## src/kpr_pkg.sv

```systemverilog
package kpr_pkg;

    // Field and datapath widths
    localparam int IDX_W      = 11;
    localparam int SAMPLE_W   = 32;
    localparam int GRID_CFG_W = 12;
    localparam int TURN_W     = 48;
    localparam int CFG_DATA_W = 48;
    localparam int CFG_IDX_W  = 1;
    localparam int IN_DATA_W  = 88;
    localparam int OUT_DATA_W = 64;

    // Gain compensation: sample times K in Q32, then shift down to Q24
    localparam logic [31:0] GAIN_Q32   = 32'd2608131496;
    localparam int          GAIN_W     = 33;
    localparam int          PROD_W     = SAMPLE_W + GAIN_W;
    localparam int          GUARD      = 24;
    localparam int          XY_W       = 58;
    localparam int          Z_W        = TURN_W;
    localparam int          PC_HALF_W  = TURN_W / 2;

    // Defaults for the top-level parameters
    localparam int GRID_MAX_DEF      = 2048;
    localparam int CORDIC_STAGES_DEF = 24;
    localparam int GRID_MIN          = 2;
    localparam logic [GRID_CFG_W-1:0] GRID_RESET = 12'd2048;

    // Configuration register indexes
    localparam logic [CFG_IDX_W-1:0] CFG_GRID_SIZE  = 1'b0;
    localparam logic [CFG_IDX_W-1:0] CFG_PHASE_COEF = 1'b1;

    // Output rounding and saturation limits
    localparam logic signed [XY_W-1:0] ROUND_HALF =
        {{(XY_W-GUARD){1'b0}}, 1'b1, {(GUARD-1){1'b0}}};
    localparam logic signed [XY_W-1:0] SAT_HI = {{(XY_W-31){1'b0}}, {31{1'b1}}};
    localparam logic signed [XY_W-1:0] SAT_LO = {{(XY_W-31){1'b1}}, {31{1'b0}}};

    // Vector handed from cell to cell
    typedef struct packed {
        logic            valid;
        logic [XY_W-1:0] x;
        logic [XY_W-1:0] y;
        logic [Z_W-1:0]  z;
    } kpr_vec_t;

    // Restoring long division, elaboration only
    function automatic logic [63:0] udiv64(input logic [63:0] n, input logic [63:0] d);
        logic [64:0] r;
        logic [63:0] q;
        int          b;
        r = '0;
        q = '0;
        for (b = 63; b >= 0; b--) begin
            r = {r[63:0], n[b]};
            if (r >= {1'b0, d}) begin
                r    = r - {1'b0, d};
                q[b] = 1'b1;
            end
        end
        return q;
    endfunction

    // atan(1/m) in Q60, Taylor series with truncated terms
    function automatic logic [63:0] atan_recip_q60(input logic [63:0] m);
        logic [63:0] p;
        logic [63:0] sum;
        logic [63:0] k;
        logic [63:0] term;
        p   = udiv64(64'd1 << 60, m);
        sum = '0;
        k   = '0;
        while (p != 64'd0) begin
            term = udiv64(p, (k << 1) + 64'd1);
            if (k[0] == 1'b0) begin
                sum = sum + term;
            end else begin
                sum = sum - term;
            end
            p = udiv64(p, m * m);
            k = k + 64'd1;
        end
        return sum;
    endfunction

    // CORDIC stage angle, round(atan(2^-i) / 2pi * 2^48)
    function automatic logic [Z_W-1:0] stage_angle(input int i);
        logic [63:0] two_pi;
        logic [63:0] a;
        logic [63:0] q;
        logic [63:0] rem;
        logic [63:0] term;
        int          k;
        int          b;
        if (i == 0) begin
            return Z_W'(64'd1 << 45);
        end
        two_pi = 64'd8 * (64'd4 * atan_recip_q60(64'd5) - atan_recip_q60(64'd239));
        a = '0;
        for (k = 0; i * (2 * k + 1) <= 60; k++) begin
            term = udiv64(64'd1 << (60 - i * (2 * k + 1)), 64'(2 * k + 1));
            if ((k % 2) == 0) begin
                a = a + term;
            end else begin
                a = a - term;
            end
        end
        rem = a;
        q   = '0;
        for (b = 0; b < TURN_W + 1; b++) begin
            rem = rem << 1;
            q   = q << 1;
            if (rem >= two_pi) begin
                rem = rem - two_pi;
                q   = q | 64'd1;
            end
        end
        q = (q + 64'd1) >> 1;
        return q[Z_W-1:0];
    endfunction

    // Round half up, drop guard bits, saturate to 32 bits
    function automatic logic [SAMPLE_W-1:0] finish(input logic [XY_W-1:0] v);
        logic signed [XY_W-1:0] s;
        logic signed [XY_W-1:0] r;
        s = $signed(v) + ROUND_HALF;
        r = s >>> GUARD;
        if (r > SAT_HI) begin
            return {1'b0, {(SAMPLE_W-1){1'b1}}};
        end else if (r < SAT_LO) begin
            return {1'b1, {(SAMPLE_W-1){1'b0}}};
        end
        return r[SAMPLE_W-1:0];
    endfunction

endpackage

```

## src/kpr_cordic_cell.sv

```systemverilog
module kpr_cordic_cell #(
    parameter int STAGE = 0
) (
    input  logic              aclk,
    input  logic              aresetn,
    input  logic              ce,
    input  kpr_pkg::kpr_vec_t vec_in,
    output kpr_pkg::kpr_vec_t vec_out
);

    localparam logic signed [kpr_pkg::Z_W-1:0] ANGLE = kpr_pkg::stage_angle(STAGE);

    logic signed [kpr_pkg::XY_W-1:0] x_in;
    logic signed [kpr_pkg::XY_W-1:0] y_in;
    logic signed [kpr_pkg::Z_W-1:0]  z_in;
    logic signed [kpr_pkg::XY_W-1:0] dx;
    logic signed [kpr_pkg::XY_W-1:0] dy;
    logic                            valid_reg;
    logic                            valid_next;
    logic [kpr_pkg::XY_W-1:0]        x_reg, x_next;
    logic [kpr_pkg::XY_W-1:0]        y_reg, y_next;
    logic [kpr_pkg::Z_W-1:0]         z_reg, z_next;

    assign x_in = $signed(vec_in.x);
    assign y_in = $signed(vec_in.y);
    assign z_in = $signed(vec_in.z);
    assign dx   = y_in >>> STAGE;
    assign dy   = x_in >>> STAGE;

    // One micro-rotation: sign of the residual picks the direction
    always_comb begin
        valid_next = vec_in.valid;
        if (z_in >= 0) begin
            x_next = x_in - dx;
            y_next = y_in + dy;
            z_next = z_in - ANGLE;
        end else begin
            x_next = x_in + dx;
            y_next = y_in - dy;
            z_next = z_in + ANGLE;
        end
    end

    always_ff @(posedge aclk) begin
        if (!aresetn) begin
            valid_reg <= 1'b0;
        end else if (ce) begin
            valid_reg <= valid_next;
        end
    end

    always_ff @(posedge aclk) begin
        if (ce) begin
            x_reg <= x_next;
            y_reg <= y_next;
            z_reg <= z_next;
        end
    end

    assign vec_out = '{valid: valid_reg, x: x_reg, y: y_reg, z: z_reg};

endmodule

```

## config.mk

```make
export PLATFORM = sky130hd
export DESIGN_NAME = kpr_cordic_cell
export DESIGN_NICKNAME = d
export VERILOG_FILES = /design/src/kpr_pkg.sv /design/src/kpr_cordic_cell.sv
export SDC_FILE = /design/constraint.sdc
export NUM_CORES = 1
export LEC_CHECK = 0
export BUFFER_PORTS_ARGS = -buffer_cell sky130_fd_sc_hd__buf_2
export CORE_MARGIN = 3
export CORE_UTILIZATION = 40
export CTS_CLUSTER_SIZE = 24
export DETAILED_ROUTE_END_ITERATION = 10
export SETUP_SLACK_MARGIN = 0.3
export SKIP_LAST_GASP = 1
export SLEW_MARGIN = 20
export SYNTH_ARGS = -nofsm -noshare
export SYNTH_HDL_FRONTEND = slang
export SYNTH_SLANG_ARGS = --single-unit
```

## constraint.sdc

```tcl
create_clock -name aclk -period 2.99 [get_ports aclk]
set_input_delay 0 -clock aclk [delete_from_list [all_inputs] [get_ports aclk]]
set_output_delay 0 -clock aclk [all_outputs]
set_load 0.05 [all_outputs]
```

======== Word-level counts from Yosys, hierarchy flattened ========
Index checks and enable logic that the tools add are counted.
cells by class
  add/subtract/negate cells ............... 5
  $lt $le $gt $ge ......................... 1
  muxes and demuxes ....................... 3
operators with widths
  kind                                                                                   number
  58-bit two-way mux                                                                     2
  58-bit subtractor                                                                      2
  58-bit adder                                                                           1
  48-bit by 47-bit adder with 48-bit output (second input constant)                      1
  48-bit by 1-bit greater-or-equal comparator with 1-bit output (second input constant)  1
  48-bit two-way mux                                                                     1
  48-bit by 47-bit subtractor with 48-bit output (second input constant)                 1
storage, ports and cells
  register bits ........................... 165
  bits of input ports ..................... 168
  output and inout bits ................... 165
  logic and storage cells ................. 13

======== Longest topological paths before layout ========
Gate-level depths: netlist (run 1).
  depth after elaboration ................. 2
  gate-level depth with buffers ........... 13
  depth with buffers taken out ............ 13

======== Least setup slack after synthesis (run 1) ========
No wires, ideal clock.
  kind .................................... input port to flip-flop
  start ................................... input port vec_in[82] (netlist bit)
  end ..................................... register x_reg[51] (netlist bit), data pin
  library setup time ...................... 260 ps
  arrival ................................. 2415 ps
  required time ........................... 2730 ps
  setup slack ............................. 315 ps
  cell stages on the path ................. 12
  path buffers ............................ 0
  path through ............................ inv_1 > ha_1 > or4_4 > nor3_4 > nand2_1 > or3_1 > o21ai_2 > nor2_2 > o41ai_4 > a221oi_2 > a2bb2oi_1 > xnor2_1
on the way
  word-level cells in the longest chain between the ends .. 2
  elaborated cells on any way between the ends .. 3
  classes of those cells .................. 2 x add/sub; 1 x mux
RTL lines
  element                                                   RTL line                                      text
  start: declaration                                        kpr_cordic_cell.sv:7                          input kpr_pkg::kpr_vec_t vec_in,
  58-bit adder / 58-bit subtractor (equally long branches)  kpr_cordic_cell.sv:38, kpr_cordic_cell.sv:34
  58-bit two-way mux (*)                                    kpr_cordic_cell.sv:33                         if (z_in >= 0) begin
  named net x_next, one bit                                 kpr_cordic_cell.sv:20                         logic [kpr_pkg::XY_W-1:0] x_reg, x_next;
  end signal: assignment                                    kpr_cordic_cell.sv:54                         x_reg <= x_next;
  end: declaration                                          kpr_cordic_cell.sv:20
The timed path passes the listed nets; every way through them passes the cells marked *.
A chain may end at the register's enable or synchronous reset.

======== Final worst setup path (run 1) ========
  start ................................... input port vec_in[141] (netlist bit)
  end ..................................... register y_reg[51] (netlist bit), data pin
on the way
  word-level cells in the longest chain between the ends .. 2
  elaborated cells on any way between the ends .. 3
  classes of those cells .................. 2 x add/sub; 1 x mux
RTL lines
  element                                                   RTL line                                      text
  58-bit subtractor / 58-bit adder (equally long branches)  kpr_cordic_cell.sv:39, kpr_cordic_cell.sv:35
  58-bit two-way mux (*)                                    kpr_cordic_cell.sv:33
  named net y_next, one bit                                 kpr_cordic_cell.sv:21                         logic [kpr_pkg::XY_W-1:0] y_reg, y_next;
  end signal: assignment                                    kpr_cordic_cell.sv:55                         y_reg <= y_next;
  end: declaration                                          kpr_cordic_cell.sv:21
Marked as above.

==> impl_metrics.py, run 1 <==
metrics = {
    "outcome": {
        "status": "complete, no violations",
    },
    "layout": {
        "largest_reg_flops": 58,
        "nFillCells": 3461,
        "n_antenna_cell": 0,
        "utilization": 0.589,
        "fin_nets": 2885,
        "finalNonFillerCells": 3066,
        "regArea_mm2": 0.00491,
        "syn2layout_area_growth_pct": 43.1,
        "drive_above_1_share": 0.343,
        "multi_input_area_mm2": 0.0103,
    },
    "routing": {
        "avgRoutedWirePerCell_um": 21.7,
        "routed_wl_um": 66500,
        "viasPerCell": 5.57,
        "drt_first_iter_violations": 1497,
        "drt_first_pass_iters": 6,
        "ant_nets": 0,
        "drc": 0,
        "via_count": 17100,
    },
    "clock_network": {
        "clock_sinks": 164,
        "cts_root_buf": "clkbuf_16",
        "path_clk_slew_ns": 0.08,
        "tritoncts": "built",
        "cts_htree_levels": 4,
        "clkLatencyLatePin_ns": 0.46,
        "cts_made_buffers": 17,
        "cts_buffer_depth": 2,
    },
    "logic_synthesis": {
        "ys_warn_count": 0,
        "async_flop_share": 0,
        "yosysSeqAreaShare": 0.313,
        "synthFlopType": "edfxtp_1",
        "synth_top_cell_by_area": "edfxtp_1",
        "ys_types": 81,
        "synth_edf_count": 163,
        "synthCells": 1825,
        "synth_commonest_cells": "246 x a21oi_1, 187 x inv_1, 171 x ha_1, 163 x edfxtp_1, 131 x nor2_1",
        "syn_avg_cell_area_um2": 8.59,
        "synth_most_common_cell": "a21oi_1",
        "synth_top_area_share": 0.312,
        "synth-seq-cells": 164,
        "synth_area_leaders": "edfxtp_1 31%, ha_1 14%, a21oi_1 7.9%",
        "syn_nets": 2168,
        "synth_area_mm2": 0.0157,
    },
    "global_routing": {
        "grt-ovfl-total": 0,
        "grt_antenna_before_repair": 0,
        "grt_max_degree": 68,
        "grt_pass1_wl_um": 97600,
        "track_usage": 0.305,
        "grt_pass1_vias": 16300,
    },
    "die": {
        "die_area_mm2": 0.0416,
        "pin_count": 333,
        "start_util": 0.411,
        "die_x_um": 204,
        "dieHeight_um": 204,
        "fp.coreArea_mm2": 0.0381,
        "std_cell_rows": 71,
    },
    "setup_path": {
        "path_class": "primary input to register",
        "path_buf_inv": 2,
        "crit_arrival_ns": 2.93,
        "slowest_stage": "or4_4",
        "worstPathRequired_ns": 3.21,
        "path_common_cell": "buf_6",
        "critPathMaxFanout": 4,
        "critPathCaptureType": "register",
        "critPathTopFamily": "simple AND/OR/NAND/NOR gates",
        "start_kind": "primary input",
        "r2r_start": "valid_reg",
        "crit_path_cell_trace": "buf_6 -> ha_4 -> or4_4 -> nor3_4 -> nand2_2 -> or3_4 -> o21ai_4 -> nor2_2 -> buf_6 -> o41ai_4 -> a221oi_4 -> o22ai_2 -> xnor2_1",
        "critPathMaxStageDelay_ns": 0.59,
        "startpoint": "vec_in[141]",
    },
    "sta": {
        "max_freq_mhz": 369,
        "period_needed_ns": 2.71,
        "slew_headroom": 0.472,
        "hold_viol": 0,
        "finalHoldWorstSlack_ns": 0.0173,
        "fin_crit_sh": 0.907,
        "drv_slew": 0,
        "finClkSkew_ns": 0,
        "finalSetupViolations": 0,
        "rsz0062_at_grt": "true",
        "fin_tns_setup_ns": 0,
        "tightest_slew_ns": 0.785,
    },
    "place": {
        "portBuffers": 332,
        "place_hpwl_um": 53900,
        "gp_congestion": 0.978,
        "dp_cells": 2976,
    },
    "worst_hold_path": {
        "min_from": "vec_in[105]",
        "hold_path_class": "primary input to register",
    },
    "power_and_ir_drop": {
        "total_power_mw": 10.7,
        "leakage_nw": 10.2,
        "powerDensity_mw_per_mm2": 478,
        "peakVddDrop_mv": 0.420,
    },
    "run": {
        "drv_cap": 0,
    },
}
layout make-up:
cell class              count  area share
repair buffers            779       0.234
multi-input cells        1385       0.457
well taps                 511      0.0285
clock inverters            15     0.00914
flip-flops and latches    164       0.219
clock buffers              17      0.0190
inverters                 195      0.0328
worst register-to-register path: stages (launching register included):
cell	delay, ns
dfxtp_1	0.32
mux2i_1	0.12
nor2b_1	0.06
dlygate4sd3_1	0.56
through the flow:
stage | instance area [µm²] | worst slack [ns]
2_1_floorplan | 15700 | 0.315
3_3_place_gp | 20600 | -0.615
3_5_place_dp | 20600 | -0.651
4_1_cts | 21900 | 0.279
5_1_grt | 22400 | 0.216
6_report | 22400 | 0.278
routing by layer:
| metal | vias up | GRT usage | part of all wire |
|---|---|---|---|
| li1 | 8028 | - | - |
| met1 | 8174 | 0.441 | 0.46 |
| met2 | 797 | 0.486 | 0.45 |
| met3 | 67 | 0.0478 | 0.076 |
| met4 | 0 | 0.0563 | 0.014 |
| met5 | - | 0 | 0 |
cell families (layout without fill, tap and decap cells):
| group | count (synthesis) | after routing | share of synthesized area |
|---|---|---|---|
| flops | 164 | 164 | 0.313 |
| simple gates | 420 | 420 | 0.130 |
| buf+inv | 276 | 1006 | 0.0685 |
| mux | 41 | 41 | 0.0262 |
| fa+ha+maj | 175 | 175 | 0.142 |
| compound gates | 637 | 637 | 0.258 |
| xor+xnor | 112 | 112 | 0.0626 |
cells in the final DEF (no fill, tap or decap), types with 7 or more instances in the layout:
master	n
nand2b_1	9
nor2b_1	18
and2_1	7
xnor2_1	103
nand4_1	35
a21o_1	21
nor2_1	130
o22ai_1	7
o21bai_1	53
buf_2	325
dlygate4sd3_1	51
nor4_1	20
and3_1	10
nand3_1	19
ha_4	9
or3_1	7
a211oi_1	17
a21oi_2	16
buf_4	390
o21ai_1	15
edfxtp_1	163
o31ai_1	14
xor2_1	9
a31oi_1	12
nor3_1	28
o211ai_1	16
clkbuf_16	17
o21a_1	19
a21oi_1	230
ha_1	156
a221oi_1	7
buf_6	8
nand2_1	101
inv_1	184
o21ai_0	113
mux2i_1	40
final timing paths:
check	cells past startpoint	to	slack (ns)
setup / recovery	13	y_reg[51]	0.28
hold / removal	3	y_reg[57]	0.02
setup reg to reg	3	valid_reg	1.83
hold reg to reg	3	valid_reg	1.08
power breakdown:
part	total (mW)	switching, mW	internal, mW
logic	5.23	3.42	1.82
registers	3.09	0.110	2.98
clock network	2.40	1.19	1.22
total	10.7	4.71	6.01
timing repair:
item / in CTS / in global routing
pin swaps: 7 / 38
resized for setup: 29 / 92
endpoints found under the setup margin: 37 / 54
endpoints found under the hold margin: 50 / 0
setup buffers: 2 / 5
hold buffers: 51 / 0
Note: power is estimated with default switching activity, not from simulation.
==> run 2, diff against run 1 <==
Settings changed: CORE_ASPECT_RATIO from default to 1.1, CORE_UTILIZATION 40 to 50, PLACE_DENSITY from default to 0.74.
==> run 2 against run 1 <==
  * First-iteration DRC count grew 37%
  * Setup slack gained 0.0046 ns
  * Sequential power is essentially flat
  * Global-route usage grew 8.4 points
  * Clock-buffer cell count is the same
  * Wire length grew 3.3%
  * Critical path type unchanged
  * Combinational power shrank 0.8%
  * Hold slack lost 0.014 ns
==> impl_metrics.py, run 2 (same netlist as run 1, synthesis figures left out) <==
metrics = {
    "outcome": {
        "status": "complete, no violations",
    },
    "clock_network": {
        "path_clk_slew_ns": 0.08,
        "cts_root_buf": "clkbuf_16",
        "tritoncts": "built",
        "cts_buffer_depth": 2,
        "clock_sinks": 164,
        "clkLatencyLatePin_ns": 0.45,
        "cts_made_buffers": 17,
        "cts_htree_levels": 4,
    },
    "global_routing": {
        "grt-ovfl-total": 0,
        "grt_pass1_wl_um": 101000,
        "grt_pass1_vias": 17600,
        "grt_antenna_before_repair": 1,
        "track_usage": 0.388,
        "grt_max_degree": 79,
    },
    "setup_path": {
        "worstPathRequired_ns": 3.18,
        "critPathMaxFanout": 6,
        "path_class": "primary input to register",
        "crit_arrival_ns": 2.89,
        "critPathCaptureType": "register",
        "start_kind": "primary input",
    },
    "power_and_ir_drop": {
        "peakVddDrop_mv": 0.364,
        "p_sw_mw": 4.80,
        "leakage_nw": 10.1,
        "share_comb_of_total_power": 0.485,
        "pwr-share-seq": 0.290,
        "internal_power_mw": 5.89,
        "p_sw_frac": 0.449,
        "total_power_mw": 10.7,
        "powerDensity_mw_per_mm2": 488,
        "p_clk_frac": 0.225,
    },
    "die": {
        "pin_count": 333,
        "die_area_mm2": 0.0335,
        "fp.coreArea_mm2": 0.0307,
        "die_x_um": 175,
        "dieHeight_um": 192,
        "std_cell_rows": 67,
        "start_util": 0.511,
    },
    "routing": {
        "via_count": 17700,
        "drt_first_pass_iters": 7,
        "viasPerCell": 6.01,
        "drc": 0,
        "routed_wl_um": 68700,
        "ant_nets": 0,
        "avgRoutedWirePerCell_um": 23.3,
        "drt_first_iter_violations": 2052,
    },
    "layout": {
        "layout_commonest_cell": "buf_4",
        "drive_above_1_share": 0.333,
        "syn2layout_area_growth_pct": 39.9,
        "nFillCells": 2343,
        "fin_nets": 2865,
        "final_cell_mix": "370 x buf_4, 330 x buf_2, 235 x a21oi_1, 187 x inv_1, 165 x ha_1",
        "largest_reg_flops": 58,
        "utilization": 0.715,
    },
    "sta": {
        "finClkSkew_ns": 0,
        "slew_headroom": 0.493,
        "finalSetupViolations": 0,
        "max_freq_mhz": 369,
        "period_needed_ns": 2.71,
        "hold_viol": 0,
        "rsz0062_at_grt": "true",
        "tightest_slew_ns": 0.754,
        "drv_slew": 0,
        "fin_crit_sh": 0.905,
    },
    "place": {
        "portBuffers": 332,
        "gp_congestion": 1.00,
        "place_hpwl_um": 52600,
    },
    "run": {
        "drv_cap": 0,
    },
    "worst_hold_path": {
        "hold_path_class": "primary input to register",
    },
}
run 2: final cells by class:
cell class | instances | area (µm²) | share of cell area
antenna | 1 | 2.50 | 0.000114
clock buffer | 17 | 425 | 0.0194
clock inverter | 15 | 199 | 0.00907
inverter | 195 | 732 | 0.0334
multi-input combinational | 1385 | 10100 | 0.459
sequential | 164 | 4910 | 0.224
tap | 414 | 518 | 0.0236
timing repair buffer | 759 | 5070 | 0.231
run 2: path summary, 6_finish.rpt:
path	start	endpoint	slack (ns)	depth (start not counted)
max reg2reg	valid_reg	valid_reg	1.81	3
min	vec_in[105]	y_reg[57]	0.003	3
min reg2reg	valid_reg	valid_reg	1.09	3
max	vec_in[52]	x_reg[57]	0.28	15
run 2: metal layers:
metal | track usage | wire length (µm) | vias to the layer above
li1 | - | - | 7980
met3 | 0.0601 | 5590 | 245
met5 | 0 | 0 | -
met4 | 0.172 | 3450 | 0
met1 | 0.473 | 26400 | 8325
met2 | 0.681 | 33300 | 1170
run 2: worst max-delay path: stages:
cell      delay, ns
buf_2          0.10
inv_1          0.07
ha_4           0.30
buf_6          0.15
nor2_2         0.06
a221oi_2       0.30
o41ai_4        0.17
a31oi_4        0.33
o21ai_2        0.10
or4b_4         0.58
a31oi_4        0.22
buf_6          0.13
o41ai_4        0.08
a21oi_2        0.20
xnor2_1        0.09
run 2: per-stage QoR:
stage                     area [µm²]  hold WS, ns  worst slack (ns)  setup TNS [ns]  std cells
final                          21900      0.00340             0.283               0       2950
after global routing           21900       0.0427             0.213               0       2950
after CTS                      21600      0.00206             0.300               0       2944
after detailed placement       20400        0.179            -0.547           -9.63       2863
after global placement         20400        0.176            -0.387           -7.29       2863
after floorplan                15700       0.0989             0.315               0       1825
run 2: what timing repair did:
action / CTS / global route
hold buffers: 49 / 0
resized for setup: 21 / 62
endpoints found under the setup margin: 29 / 50
pin swaps: 5 / 17
buffers inserted: 0 / 5
hold endpoints to repair: 49 / 0
run 2: power groups by stage:
stage | clock network, mW | registers, mW | logic (mW)
finish | 2.41 | 3.10 | 5.19
global route | 2.50 | 3.12 | 5.42
CTS | 2.39 | 3.09 | 4.96
detailed placement | 0 | 3.14 | 4.85
global placement | 0 | 3.13 | 4.82
floorplan | 0 | 4.30 | 1.81
